$ cat src/hdl/fbpb_pkg.sv
`timescale 1ns / 1ps

package fbpb_pkg;

  // Pixel command codes
  typedef enum logic [1:0] {
    MODE_READ  = 2'd0,
    MODE_CLEAR = 2'd1,
    MODE_COPY  = 2'd2,
    MODE_BLEND = 2'd3
  } mode_t;

  // Result status codes
  localparam logic STATUS_DONE = 1'b0;
  localparam logic STATUS_OOR  = 1'b1;

  // Register map
  localparam int PADDR_W   = 4;
  localparam int REG_IDX_W = 2;
  localparam logic [REG_IDX_W-1:0] REG_CANVAS_WIDTH = 2'd0;
  localparam logic [REG_IDX_W-1:0] REG_BG_RED       = 2'd1;
  localparam logic [REG_IDX_W-1:0] REG_BG_GREEN     = 2'd2;
  localparam logic [REG_IDX_W-1:0] REG_BG_BLUE      = 2'd3;

  localparam int CW_W = 9;
  localparam logic [CW_W-1:0] CW_RESET = 9'd256;

  localparam logic [7:0] CHAN_MAX   = 8'hFF;
  localparam logic [7:0] ALPHA_NONE = 8'h00;

  // y * canvas_width + x stays below 2^17
  localparam int RAW_W  = 17;
  localparam int SCNT_W = 5;

  // Channels: [2] red, [1] green, [0] blue
  typedef logic [2:0][7:0] rgb_t;

  typedef struct packed {
    logic [CW_W-1:0] canvas_width;
    logic [7:0]      bg_red;
    logic [7:0]      bg_green;
    logic [7:0]      bg_blue;
  } cfg_t;

endpackage

$ cat src/hdl/fbpb_regs.sv
`timescale 1ns / 1ps

module fbpb_regs (
  input  logic                   clk,
  input  logic                   rst,
  input  logic                   psel,
  input  logic                   penable,
  input  logic                   pwrite,
  input  logic [fbpb_pkg::PADDR_W-1:0] paddr,
  input  logic [31:0]            pwdata,
  output logic [31:0]            prdata,
  output logic                   pready,
  output fbpb_pkg::cfg_t         cfg
);
  import fbpb_pkg::*;

  logic [REG_IDX_W-1:0] idx;
  logic                 wr;

  assign pready = 1'b1;
  assign idx    = paddr[REG_IDX_W+1:2];
  assign wr     = psel && penable && pwrite && pready;

  always_ff @(posedge clk) begin
    if (rst) begin
      cfg.canvas_width <= CW_RESET;
      cfg.bg_red       <= '0;
      cfg.bg_green     <= '0;
      cfg.bg_blue      <= '0;
    end else if (wr) begin
      unique case (idx)
        REG_CANVAS_WIDTH: cfg.canvas_width <= pwdata[CW_W-1:0];
        REG_BG_RED:       cfg.bg_red       <= pwdata[7:0];
        REG_BG_GREEN:     cfg.bg_green     <= pwdata[7:0];
        REG_BG_BLUE:      cfg.bg_blue      <= pwdata[7:0];
        default: ;
      endcase
    end
  end

  always_comb begin
    prdata = '0;
    unique case (idx)
      REG_CANVAS_WIDTH: prdata = 32'(cfg.canvas_width);
      REG_BG_RED:       prdata = 32'(cfg.bg_red);
      REG_BG_GREEN:     prdata = 32'(cfg.bg_green);
      REG_BG_BLUE:      prdata = 32'(cfg.bg_blue);
      default:          prdata = '0;
    endcase
  end

endmodule

$ cat config.mk
export PLATFORM = sky130hd
export DESIGN_NAME = fbpb_regs
export DESIGN_NICKNAME = d
export VERILOG_FILES = /design/src/hdl/fbpb_pkg.sv /design/src/hdl/fbpb_regs.sv
export SDC_FILE = /design/constraint.sdc
export NUM_CORES = 1
export LEC_CHECK = 0
export BUFFER_PORTS_ARGS = -buffer_cell sky130_fd_sc_hd__buf_2
export CAP_MARGIN = 20
export CORE_MARGIN = 4
export CORE_UTILIZATION = 46
export DETAILED_ROUTE_END_ITERATION = 12
export GPL_ROUTABILITY_DRIVEN = 1
export GPL_TIMING_DRIVEN = 0
export PLACE_DENSITY = 0.94
export SLEW_MARGIN = 40
export SYNTH_ARGS = -nofsm -noshare
export SYNTH_HDL_FRONTEND = slang
export SYNTH_SLANG_ARGS = --single-unit
$ cat constraint.sdc
create_clock -name clk -period 2.55 [get_ports clk]
set_clock_uncertainty 0.1 [all_clocks]
set_input_delay 0.1275 -clock clk [delete_from_list [all_inputs] [get_ports clk]]
set_output_delay 0.1275 -clock clk [all_outputs]
set_load 0.01 [all_outputs]
---- Word level (Yosys, flattened, before mapping) ----
Cells that the tools add are included.
cells by class
  muxes and demuxes ....................... 1
  equal/unequal tests ..................... 3
  reductions and logical operators ........ 7
operators by type and width
  cell                                                              count
  32-bit case mux with 4 select lines                               1
  2-bit AND reduction                                               4
  2-bit == test (second input constant)                             2
  2-bit by 1-bit == test with 1-bit output (second input constant)  1
  1-bit logical AND                                                 2
  2-bit logical NOT                                                 1
storage, ports and cells
  bits in registers ....................... 33
  output and inout port bits .............. 66

---- Longest topological paths before layout ----
  depth after elaboration ................. 3
  gate-level depth with buffers ........... 4

---- Worst setup path before layout ----
No wires, ideal clock.
  path type ............................... input-to-output
  start point ............................. in paddr[3] in the netlist's numbering
  end point ............................... out prdata[0]
  setup slack ............................. 1,396 ps
  buffers on the path ..................... 1
  required time ........................... 2,322 ps
  data arrival time ....................... 927 ps
  cell stages on the path ................. 2
  cells stage by stage .................... buf_2 mux4_2
on the way
  word-level cells in the longest chain between the ends .. 2
ends and longest elaborated chain
  item                                     line             text
  start: declaration                       fbpb_regs.sv:9   input logic [fbpb_pkg::PADDR_W-1:0] paddr,
  2-bit == test (tied with other cells)    fbpb_regs.sv:43  unique case (idx)
  32-bit case mux with 4 select lines (*)  fbpb_regs.sv:43
  end: declaration                         fbpb_regs.sv:11  output logic [31:0] prdata,
Every way passes the cells marked *; elsewhere a longest branch is shown, timed or not. The select of a mux whose other input is x is not followed.

---- Worst setup path after layout ----
  start point ............................. in paddr[2] in the netlist's numbering
  end point ............................... out prdata[3]
The elaborated chain is that of the path after synthesis.

==> impl_metrics.py <==
metrics = {
    "final_layout": {
        "final_nets": 298,
        "final.fill_count": 338,
        "largest_register_ffs": 33,
        "biggest_register": "cfg",
        "final_layout_size_suffix_gt1_frac": 0.395,
        "largest_registers": "cfg (33)",
        "flow.area_growth_from_synthesis_pct": 30.1,
        "num_antenna_cells": 0,
    },
    "setup_path": {
        "timing.critical_path.cells": "buf_2 > buf_2 > clkbuf_1 > mux4_2 > buf_2",
        "cp.required_ps": 2320,
        "critical-path-top-cell-by-count": "sky130_fd_sc_hd__buf_2",
        "r2r_start": "cfg[15]$_SDFFE_PP0P_",
        "cp_slowest_stage_delay_ps": 420,
        "critical_path_class": "primary input to primary output",
        "path_max_fanout": 10,
        "worst_setup_path_start_kind": "primary input",
        "critical_path.startpoint": "paddr[2]",
        "cp_arrival_ps": 1440,
        "timing.critical_path.to_type": "primary output",
        "critPathSlowestCell": "sky130_fd_sc_hd__clkbuf_1",
    },
    "logic_synthesis": {
        "post_synth_edffs": 0,
        "syn_area_sq_mm": 0.00173,
        "proportion_of_netlist_area_held_by_the_largest_area_contributor": 0.382,
        "synth_cells": 170,
        "synth.distinct_cells": 20,
        "most_instantiated_cells_after_synthesis": "sky130_fd_sc_hd__dfxtp_1, sky130_fd_sc_hd__nand2b_1, sky130_fd_sc_hd__mux2i_1, sky130_fd_sc_hd__buf_4",
        "ys.flop_type": "sky130_fd_sc_hd__dfxtp_1",
        "async_reset_ff_frac": 0,
        "ys_warn_count": 0,
        "synth_seq_cells": 33,
        "synthesis.area_per_instance_sq_um": 10.2,
        "synth.area.top_cells": "sky130_fd_sc_hd__dfxtp_1, sky130_fd_sc_hd__mux2i_1, sky130_fd_sc_hd__nand2b_1",
        "synthDominantAreaCellType": "sky130_fd_sc_hd__dfxtp_1",
        "seq_area_frac_synth": 0.382,
    },
    "clock_tree": {
        "ctsHtreeMaxLevel": 2,
        "post_cts.resized_instances": 0,
        "max-clock-path-buffers": 2,
        "post_cts.repair.setup_buffers": 0,
        "clock_pin_slew_reported_for_the_worst_setup_and_hold_paths_after_clock_tree_synthesis_ps": 70,
        "clock_insertion_delay_worst_skew_ps": 290,
        "cts.sink_count": 33,
        "cts_inserted_buffers": 5,
        "root_buffer": "sky130_fd_sc_hd__clkbuf_8",
        "tritoncts_clock_tree": "done",
    },
    "die": {
        "std_cell_rows": 22,
        "die_y_um": 69.3,
        "starting_density_of_the_core": 0.476,
        "design.portCount": 107,
        "die-area_sq_mm": 0.00480,
        "die_width_um": 69.3,
        "coreArea_sq_mm": 0.00363,
    },
    "sta": {
        "fin_tns_setup_ps": 0,
        "tightest_slew_ps": 517,
        "maxSlewHeadroom": 0.653,
        "max_clock_freq_ghz": 0.601,
        "setup_slack_ps": 887,
        "hold_viol": 0,
        "final_max_slew_viol_count": 0,
        "final_min_period_over_clock_period": 0.652,
        "rsz0062_at_grt": "false",
        "final-setup-viol-count": 0,
        "hold-worst-slack_ps": 63.0,
        "minimum_period_implied_by_the_final_worst_setup_slack_ps": 1660,
    },
    "global_routing": {
        "wire_length_of_the_first_global_routing_pass_um": 6760,
        "track_usage": 0.177,
        "grt_max_degree": 11,
        "gr-total-overflow": 0,
        "first_global_vias": 1425,
        "antenna_found_initial": 0,
    },
    "routing": {
        "drc": 0,
        "via_count": 1461,
        "route.antenna.remaining_nets": 0,
        "routed_wire_length_per_instance_um": 13.8,
        "drt-initial-drc-count": 49,
        "drtPass1Iterations": 4,
        "via_per_inst": 4.77,
        "drt-total-wl_um": 4220,
    },
    "hold_path": {
        "worst_hold_start": "pwdata[5]",
        "worstHoldPathType": "primary input to flip-flop",
    },
    "pwr": {
        "power.density_cell_area_mw_per_mm2": 464,
        "report.power.total_w": 0.00104,
        "power.leakage_nw": 1.19,
        "ir_worst_vdd_uv": 280,
    },
    "placed_design": {
        "detailed_place_hpwl_um": 3120,
        "dpl_worst_slack_ps": 903,
        "routabilityCongestion": 0.736,
        "io_buffers": 57,
    },
    "run_status": {
        "status": "finished clean",
    },
    "flow_run": {
        "max-cap-violations": 0,
    },
}
[kinds of logic after synthesis]
logic type	share of synthesized area
compound gates	0.0463
buf+inv	0.131
flops	0.382
mux	0.249
other cells	0.00435
simple gates	0.187
[critical path: cells and delay by family]
kind     cells  cell delay [ps]
buf+inv      4              930
mux          1              370
[repair_timing]
item / CTS / global route
hold buffers: 1 / 0
hold endpoints to repair: 1 / 0
endpoints found under the setup margin: 0 / 0
[metal layers]
layer	track usage	wire [um]	vias to the layer above
met5	0	0	-
li1	-	-	708
met1	0.214	1790	680
met2	0.292	2040	64
met3	0.0420	322	9
met4	0.0868	57	0
[final timing paths]
check	slack [ps]	cells after the start	end
setup / recovery	890	5	prdata[3]
hold / removal	60	3	cfg[13]$_SDFFE_PP0P_
setup reg to reg	1710	3	cfg[15]$_SDFFE_PP0P_
hold reg to reg	390	2	cfg[27]$_SDFFE_PP0P_
[per-stage QoR]
step / cell area (sq um) / cells / utilization
5_1_grt: 2250 / 306 / 0.619
3_5_place_dp: 2160 / 297 / 0.593
4_1_cts: 2250 / 306 / 0.619
6_report: 2250 / 306 / 0.619
2_1_floorplan: 1810 / 192 / -
3_3_place_gp: 2160 / 297 / 0.593
[layout make-up]
type / instances / area (sq um) / share of cell area
Multi-Input combinational cell: 124 / 923 / 0.411
Clock buffer: 6 / 72.6 / 0.0323
Clock inverter: 2 / 10.0 / 0.00445
Buffer: 34 / 223 / 0.0991
Timing Repair Buffer: 58 / 295 / 0.131
Sequential cell: 33 / 661 / 0.294
Inverter: 1 / 3.75 / 0.00167
Tap cell: 48 / 60.1 / 0.0267
[cells in the final DEF (no fill, tap or decap), drive strengths merged]
cell type,n
nor3,2
nand3,1
conb,24
nor2b,8
dfxtp,33
clkbuf,12
inv,1
or3,2
mux4,8
mux2i,25
o21ai,16
clkinv,2
buf,85
dlygate4sd3,1
nor2,2
or2,1
nor3b,1
nand4,1
nand2b,33
[power by group]
part | leakage (nW) | total (W) | internal, W | switching (W)
combinational | 0.874 | 0.000138 | 0.0000659 | 0.0000721
clock | 0.0450 | 0.000378 | 0.000189 | 0.000190
sequential | 0.266 | 0.000527 | 0.000522 | 0.00000486
total | 1.19 | 0.00104 | 0.000777 | 0.000267
Note: power is estimated with default switching activity, not from simulation.
