===== src/hdl/fbpb_pkg.sv =====
`timescale 1ns / 1ps

package fbpb_pkg;

  // Pixel command codes
  typedef enum logic [1:0] {
    MODE_READ  = 2'd0,
    MODE_CLEAR = 2'd1,
    MODE_COPY  = 2'd2,
    MODE_BLEND = 2'd3
  } mode_t;

  // Result status codes
  localparam logic STATUS_DONE = 1'b0;
  localparam logic STATUS_OOR  = 1'b1;

  // Register map
  localparam int PADDR_W   = 4;
  localparam int REG_IDX_W = 2;
  localparam logic [REG_IDX_W-1:0] REG_CANVAS_WIDTH = 2'd0;
  localparam logic [REG_IDX_W-1:0] REG_BG_RED       = 2'd1;
  localparam logic [REG_IDX_W-1:0] REG_BG_GREEN     = 2'd2;
  localparam logic [REG_IDX_W-1:0] REG_BG_BLUE      = 2'd3;

  localparam int CW_W = 9;
  localparam logic [CW_W-1:0] CW_RESET = 9'd256;

  localparam logic [7:0] CHAN_MAX   = 8'hFF;
  localparam logic [7:0] ALPHA_NONE = 8'h00;

  // y * canvas_width + x stays below 2^17
  localparam int RAW_W  = 17;
  localparam int SCNT_W = 5;

  // Channels: [2] red, [1] green, [0] blue
  typedef logic [2:0][7:0] rgb_t;

  typedef struct packed {
    logic [CW_W-1:0] canvas_width;
    logic [7:0]      bg_red;
    logic [7:0]      bg_green;
    logic [7:0]      bg_blue;
  } cfg_t;

endpackage


===== src/hdl/fbpb_mix.sv =====
`timescale 1ns / 1ps

// Source-over mix: products registered on load, sum and shift after.
module fbpb_mix (
  input  logic           clk,
  input  logic           load,
  input  fbpb_pkg::rgb_t dst,
  input  fbpb_pkg::rgb_t src,
  input  logic [7:0]     alpha,
  output fbpb_pkg::rgb_t mixed
);
  import fbpb_pkg::*;

  logic [2:0][15:0] prod_dst;
  logic [2:0][15:0] prod_src;
  logic [7:0]       inv_alpha;
  logic [2:0][15:0] sum;

  assign inv_alpha = CHAN_MAX - alpha;

  always_ff @(posedge clk) begin
    if (load) begin
      for (int c = 0; c < 3; c++) begin
        prod_dst[c] <= 16'(dst[c]) * 16'(inv_alpha);
        prod_src[c] <= 16'(src[c]) * 16'(alpha);
      end
    end
  end

  // The two products of one channel sum to at most 255*255, so 16 bits hold it
  always_comb begin
    for (int c = 0; c < 3; c++) begin
      sum[c]   = prod_dst[c] + prod_src[c];
      mixed[c] = sum[c][15:8];
    end
  end

endmodule


===== config.mk =====
export PLATFORM = sky130hd
export DESIGN_NAME = fbpb_mix
export DESIGN_NICKNAME = d
export VERILOG_FILES = /design/src/hdl/fbpb_pkg.sv /design/src/hdl/fbpb_mix.sv
export SDC_FILE = /design/constraint.sdc
export NUM_CORES = 1
export LEC_CHECK = 0
export ABC_AREA = 0
export BUFFER_PORTS_ARGS = -buffer_cell sky130_fd_sc_hd__buf_2
export CAP_MARGIN = 5
export CORE_MARGIN = 5
export CORE_UTILIZATION = 39
export CTS_CLUSTER_SIZE = 14
export DETAILED_ROUTE_END_ITERATION = 12
export PLACE_DENSITY = 0.64
export SLEW_MARGIN = 40
export SYNTH_ARGS = -nofsm -noshare
export SYNTH_HDL_FRONTEND = slang
export SYNTH_SLANG_ARGS = --single-unit

===== constraint.sdc =====
create_clock -name clk -period 6.2 [get_ports clk]
set_input_delay 0.31 -clock clk [delete_from_list [all_inputs] [get_ports clk]]
set_output_delay 0.31 -clock clk [all_outputs]
set_load 0.01 [all_outputs]

; ---- Word-level counts from Yosys, hierarchy flattened
; Index checks and enable logic that the tools add are counted.
[classes]
mux = 0
div_mod_pow = 0
n_reduce_logical = 0
multipliers = 6
addsub = 4
bitwise_logic = 0
n_eq_ne = 0
shift = 0
n_lt_le_gt_ge = 0
[ops]
columns = op, count
row1 = $mul 8x8->16, 6
row2 = $add 16x16->16, 3
row3 = $sub 8x8->8 const A, 1
[totals]
output_inout_bits = 24
reg_bits = 96
rom_bits = 0
word_cells = 16
ramBits = 0
input_bits = 58
latch_bits = 0
mem_count = 0

; ---- Depth between registers and ports, before layout
; Gate-level depths: netlist (run 1).
[depth]
word_depth = 2
depth_mapped = 18
depth_no_buf = 16

; ---- Least setup slack after synthesis (run 1)
; OpenSTA, ideal clock, no wires.
[synth_timing]
kind = input to register
startpoint = input port alpha[2]
endpoint = register prod_dst[31] in the netlist's numbering (data pin)
slack_ns = 1.259
t_arrival_ns = 4.686
n_path_buf = 2
setup_time_ns = 0.255
required_ns = 5.945
cell_stages = 16
path_cell_list = clkbuf_1 clkbuf_1 nor2b_1 fa_1 fa_1 fa_1 inv_1 fa_1 inv_1 ha_1 a21oi_1 nand2_1 o21a_1 o41a_1 or4_1 and3_1
[synth_via]
elab_chain_cells = 2
[synth_rtl]
columns = element, line
row1 = start: declaration, fbpb_mix.sv:9  ; input logic [7:0] alpha,
row2 = $sub 8x8->8, fbpb_mix.sv:19  ; assign inv_alpha = CHAN_MAX - alpha;
row3 = $mul 8x8->16, fbpb_mix.sv:24  ; prod_dst[c] <= 16'(dst[c]) * 16'(inv_alpha);
row4 = end signal: indexed assignment, fbpb_mix.sv:24
row5 = end: declaration, fbpb_mix.sv:14  ; logic [2:0][15:0] prod_dst;
; Every way passes these cells.
; A chain may end at the register's enable or synchronous reset.

; ---- Worst setup path in the final report (run 1)
; Same ends and word-level chain as after synthesis.

==> results of run 1 <==
-- through the flow --
| stage | instances | hold WS [ns] |
|---|---|---|
| 6_report | 2464 | 0.350 |
| 5_1_grt | 2463 | 0.350 |
| 3_5_place_dp | 2444 | 0.724 |
| 3_3_place_gp | 2444 | 0.722 |
| 2_1_floorplan | 1802 | 0.422 |
| 4_1_cts | 2460 | 0.332 |
-- layer usage --
metal	up-vias	GRT usage, %
met4	4	4.47
met5	-	0
met2	175	27.3
met1	6166	21.3
li1	6012	-
met3	55	2.41
-- kinds of logic (layout without fill, tap and decap cells) --
group	count (synthesis)	in the layout	synth area share (%)
compound gates	249	249	9.47
other cells	0	4	0
flops	96	96	16.7
xor+xnor	73	73	3.71
simple gates	564	564	18.7
buf+inv	346	412	7.54
fa+ha+maj	474	474	43.8
-- layout make-up --
cell class / count / area [µm²]
diodes: 4 / 10.0
clock buffers: 9 / 225
clock inverters: 7 / 103
fillers: 4281 / 25300
inverters: 305 / 1140
multi-input cells: 1360 / 13000
flip-flops and latches: 96 / 2880
well taps: 592 / 741
repair buffers: 91 / 487
-- worst paths after layout --
kind	from	end	slack [ns]
setup / recovery	alpha[2]	prod_dst[31]	1.23
hold / removal	src[8]	prod_src[16]	0.35
-- sequential cells by signal, summed over array words and instances (netlist names) --
| name | cells |
|---|---|
| prod_dst | 48 |
| prod_src | 48 |
-- cell usage after synthesis, types with 10 or more instances --
library cell	instances	share of area (%)
nand2_1	61	1.3
nand2b_1	45	1.6
xor2_1	24	1.2
nor2_1	57	1.2
and3_1	13	0.47
o21a_1	18	0.78
inv_1	305	6.6
o21ai_0	49	1.4
clkbuf_1	41	0.89
nor2b_1	164	6.0
ha_1	258	19
nand3_1	12	0.35
a21oi_1	60	1.7
xnor2_1	49	2.5
nand4_1	10	0.36
nor3_1	20	0.58
fa_1	216	25
a21o_1	35	1.5
edfxtp_1	96	17
and2_1	161	5.8
a211oi_1	18	0.78
-- power groups by stage --
stage               clock [mW]  sequential, mW  combinational [mW]
finish                   0.619            1.24                4.87
CTS                      0.638            1.25                4.92
detailed placement           0            1.26                4.87
floorplan                    0            1.19                3.62
global route             0.661            1.26                5.53
global placement             0            1.26                4.79
-- placed cells by master (no fill, tap or decap), drive strengths merged, types with 3 or more instances in the layout --
master / Yosys / routed
o21a: 18 / 18
o21bai: 7 / 7
nor2b: 165 / 165
inv: 305 / 307
and3: 13 / 13
nor3: 20 / 20
a21oi: 60 / 60
o21ai: 49 / 49
a21o: 35 / 35
ha: 258 / 258
and2: 161 / 161
nand3: 12 / 12
o31a: 4 / 4
a31oi: 9 / 9
fa: 216 / 216
clkbuf: 41 / 9
nor4: 7 / 7
clkinv: 0 / 4
a211oi: 18 / 18
buf: 0 / 91
o211ai: 6 / 6
edfxtp: 96 / 96
a21boi: 5 / 5
xnor2: 49 / 49
nand2: 61 / 61
nand4: 10 / 10
o31ai: 9 / 9
nor2: 57 / 57
a31o: 3 / 3
diode: 0 / 4
a22oi: 3 / 3
xor2: 24 / 24
nand2b: 45 / 45
a211o: 5 / 5
a2111oi: 6 / 6
or2: 4 / 4
==> impl_metrics.tcl, run 1 <==
set metrics [dict create \
    grt_pass1_vias 13300 \
    path_depth 16 \
    critPathArrivalTime_ns 5.10 \
    synth_nets 2334 \
    die_area_um2 48500 \
    wl_um 37500 \
    cts_tree "done" \
    post_cts_buffers 0 \
    area_delta_synth_final_pct 8.19 \
    vias_per_cell 5.04 \
    ys_warn_count 0 \
    worst_path_max_delay_cell "buf_2" \
    crit_path_end_kind "flip-flop" \
    min_path_type "in2reg" \
    start_kind "input port" \
    netlist_area_um2 17200 \
    ir_drop_mv 0.340 \
    placed_area_um2 18300 \
    finish.utilization_pct 42.4 \
    cts_sinks 96 \
    total_power_mw 6.73 \
    tns_ns 0 \
    status "completed" \
    seq_area_frac_synth_pct 16.7 \
    grtUsageTotal_pct 16.0 \
    async_reset_ff_share_pct 0 \
    synth_edf_count 96 \
    cpMostUsedCell "fa_1" \
    required_ns 6.33 \
    path_buf_inv 4 \
    drv_cap 0 \
    fin_ws_ns 1.23 \
    initial_utilization_pct 39.2 \
    core_area_um2 43900 \
    ys_seq_elements 96 \
    htreeDepth 3 \
    seqPwrFrac_pct 18.4 \
    routed-wl-met3_um 1170 \
    dieWidth_um 220 \
    ys.flop_type "edfxtp_1" \
    place_ws_ns 0.856 \
    crit_chain "buf_2 -> buf_4 -> nor2b_1 -> fa_1 -> fa_1 -> fa_1 -> inv_1 -> fa_1 -> inv_1 -> ha_1 -> o21ai_0 -> nand2b_1 -> o21a_1 -> o41a_1 -> or4_1 -> and3_1" \
    antenna_found_initial 5 \
    drt-met1-wl_um 17700 \
    final_hold_viol_count 0 \
    final_layout_size_suffix_gt1_share_pct 6.21 \
    p_leak_nw 9.14 \
    final_antenna_net_count 0 \
    drtPass1Iterations 4 \
    numCtsBuffers 9 \
    ios 82 \
    power_density_nw_per_um2 361 \
    ctsHoldBuffers 0 \
    cts-root-buf "clkbuf_16" \
    finalMaxSlewViolations 0 \
    vias 12400 \
    grt_first_pass_wirelength_um 63900 \
    wl_per_cell_um 15.2 \
    finalCritPeriodShare_pct 80.1 \
    port_buffers 81 \
    setup_viol_count_final 0 \
    dr.first_iter.drc_count 523 \
    maxSlewHeadroom_pct 48.8 \
    swShare_pct 46.8 \
    cpPeakStageDelay_ns 0.51 \
    grt_max_degree 65 \
    grt_overflow 0 \
    rows 77 \
    p_int_mw 3.58 \
    dp_hpwl_um 30400 \
    crit_family "adder cells" \
    place.gp.congestion 0.824 \
    rsz0062_at_grt "false" \
    ys_types 49 \
    top_layer "met5" \
    tightest_slew_ns 0.768 \
    post-route-drc-count 0 \
    path_clk_slew_ns 0.08 \
    pwr-share-comb_pct 72.3 \
    final_net_count 2395 \
    power.clock.fraction_pct 9.2 \
    routed-wl-met2_um 17800 \
    cts.repair.resized 0 \
    avgSynthCellArea_um2 9.56 \
    fmax_ghz 0.201 \
    worstPathMaxFanout 31 \
    die_h_um 220 \
    holdPathStages 2 \
    syn_inst 1802 \
    final_area_um2 18600 \
    fin_crit_ns 4.97 \
    critical_path_class "in2reg" \
    cts_max_path_buffers 2 \
    power.switching_mw 3.15 \
]
(Power assumes the default switching activity.)
==> run 2, diff against run 1 <==
clock period = 4.9 ns   (was 6.2 ns; I/O delays follow)
==> impl_metrics.tcl, run 2 (synthesis results as in run 1) <==
set metrics [dict create \
    status "completed" \
    grt_pass1_vias 13000 \
    finalMaxSlewViolations 0 \
    dieWidth_um 220 \
    die_area_um2 48500 \
    place.gp.congestion 0.848 \
    fin_crit_ns 4.53 \
    grtUsageTotal_pct 16.3 \
    die_h_um 220 \
    cts.repair.resized 0 \
    final_antenna_net_count 0 \
    placed_area_um2 18500 \
    gr-usage-met2_pct 26.9 \
    dr.first_iter.drc_count 548 \
    total_power_mw 8.50 \
    endpoint "prod_dst[31]" \
    finalCritPeriodShare_pct 92.5 \
    final_hold_viol_count 0 \
    instances_no_fill 2481 \
    rsz0062_at_grt "false" \
    path_buf_inv 4 \
    grt_use_met1_pct 22.1 \
    fmax_ghz 0.221 \
    min_path_type "in2reg" \
    worstPathMaxFanout 22 \
    cts-root-buf "clkbuf_16" \
    start_kind "input port" \
    setup_viol_count_final 0 \
    post-route-drc-count 0 \
    htreeDepth 3 \
    final_area_um2 18800 \
    path_clk_slew_ns 0.08 \
    initial_utilization_pct 39.2 \
    ctsHoldBuffers 0 \
    antenna_found_initial 4 \
    crit_path_end_kind "flip-flop" \
    wl_per_cell_um 15.2 \
    required_ns 5.04 \
    tns_ns 0 \
    grt_max_degree 59 \
    post_cts_buffers 0 \
    drtPass1Iterations 4 \
    cts_sinks 96 \
    numCtsBuffers 9 \
    tightest_slew_ns 0.739 \
    maxSlewHeadroom_pct 50.8 \
    power_density_nw_per_um2 453 \
    dp_hpwl_um 31600 \
    core_area_um2 43900 \
    reg_top3 "prod_dst (48), prod_src (48)" \
    numPlacedInstances 2464 \
    cpPeakStageDelay_ns 0.50 \
    mostFrequentLayoutCell "inv_1" \
    area_delta_synth_final_pct 8.89 \
    critPathArrivalTime_ns 4.67 \
    p_leak_nw 9.21 \
    final_layout_size_suffix_gt1_share_pct 7.20 \
    met3_usage_pct 2.76 \
    cts_tree "done" \
    rows 77 \
    cts_max_path_buffers 2 \
    final_net_count 2415 \
    critical_path_class "in2reg" \
    crit_chain "buf_2 -> buf_4 -> nor2b_1 -> fa_1 -> fa_1 -> fa_1 -> inv_1 -> fa_1 -> inv_1 -> ha_1 -> o21ai_0 -> nand2b_1 -> o21a_1 -> o41a_1 -> or4_1 -> and3_1" \
    worst_path_max_delay_cell "fa_1" \
    grt_overflow 0 \
    cpMostUsedCell "fa_1" \
    busiest_layer "met2" \
    crit_path_start "alpha[4]" \
    path_depth 16 \
    grt_first_pass_wirelength_um 64200 \
    layout_common_cells "inv_1, ha_1, fa_1" \
    drv_cap 0 \
    ios 82 \
    crit_family "adder cells" \
    vias_per_cell 5.01 \
    port_buffers 81 \
    ir_drop_mv 0.535 \
    wl_um 37700 \
    vias 12400 \
    n_fill_cell 4273 \
]
## run 2: changes by cell type in the layout (fill, tap and decap cells not counted), sizes merged
| cell | previous run | this run |
|---|---|---|
| buf | 91 | 111 |
| clkinv | 4 | 1 |
| diode | 4 | 1 |
| clkinvlp | 0 | 2 |
| inv | 307 | 309 |
| bufinv | 1 | 0 |
## run 2: metal layers
layer / up-vias / share of wire (%)
met1: 6127 / 47
met4: 6 / 2.2
li1: 6054 / -
met3: 51 / 4.1
met5: - / 0.11
met2: 189 / 46
## run 2: report_power, final
part	internal [mW]	total, mW	switching [mW]
clock	0.360	0.736	0.377
sequential	1.42	1.57	0.150
combinational	2.73	6.19	3.46
total	4.52	8.50	3.99
## run 2: layout make-up
type / instances / area [µm²] / share of cell area [%]
Antenna cell: 1 / 2.50 / 0.0133
Clock buffer: 9 / 225 / 1.20
Clock inverter: 7 / 71.3 / 0.380
Inverter: 305 / 1140 / 6.10
Multi-Input combinational cell: 1360 / 13000 / 69.5
Sequential cell: 96 / 2880 / 15.4
Tap cell: 592 / 741 / 3.95
Timing Repair Buffer: 111 / 646 / 3.44
## run 2: worst min-delay path by stage
stage | slack, ns | cells after the start | from | end
after global routing | 0.25 | 2 | src[8] | prod_src[16]
after floorplan | 0.36 | 0 | load | prod_dst[0]
after detailed placement | 0.65 | 2 | src[8] | prod_src[16]
after CTS | 0.24 | 2 | src[8] | prod_src[16]
after global placement | 0.66 | 2 | src[8] | prod_src[16]
final | 0.26 | 2 | src[8] | prod_src[16]
## run 2: metrics by stage
step	hold slack, ns	util (%)	setup slack (ns)
3_3_place_gp	0.660	42.0	0.0615
5_1_grt	0.248	42.7	0.113
4_1_cts	0.245	42.7	0.366
3_5_place_dp	0.655	42.0	-0.0491
2_1_floorplan	0.357	-	0.0239
6_report	0.257	42.7	0.368
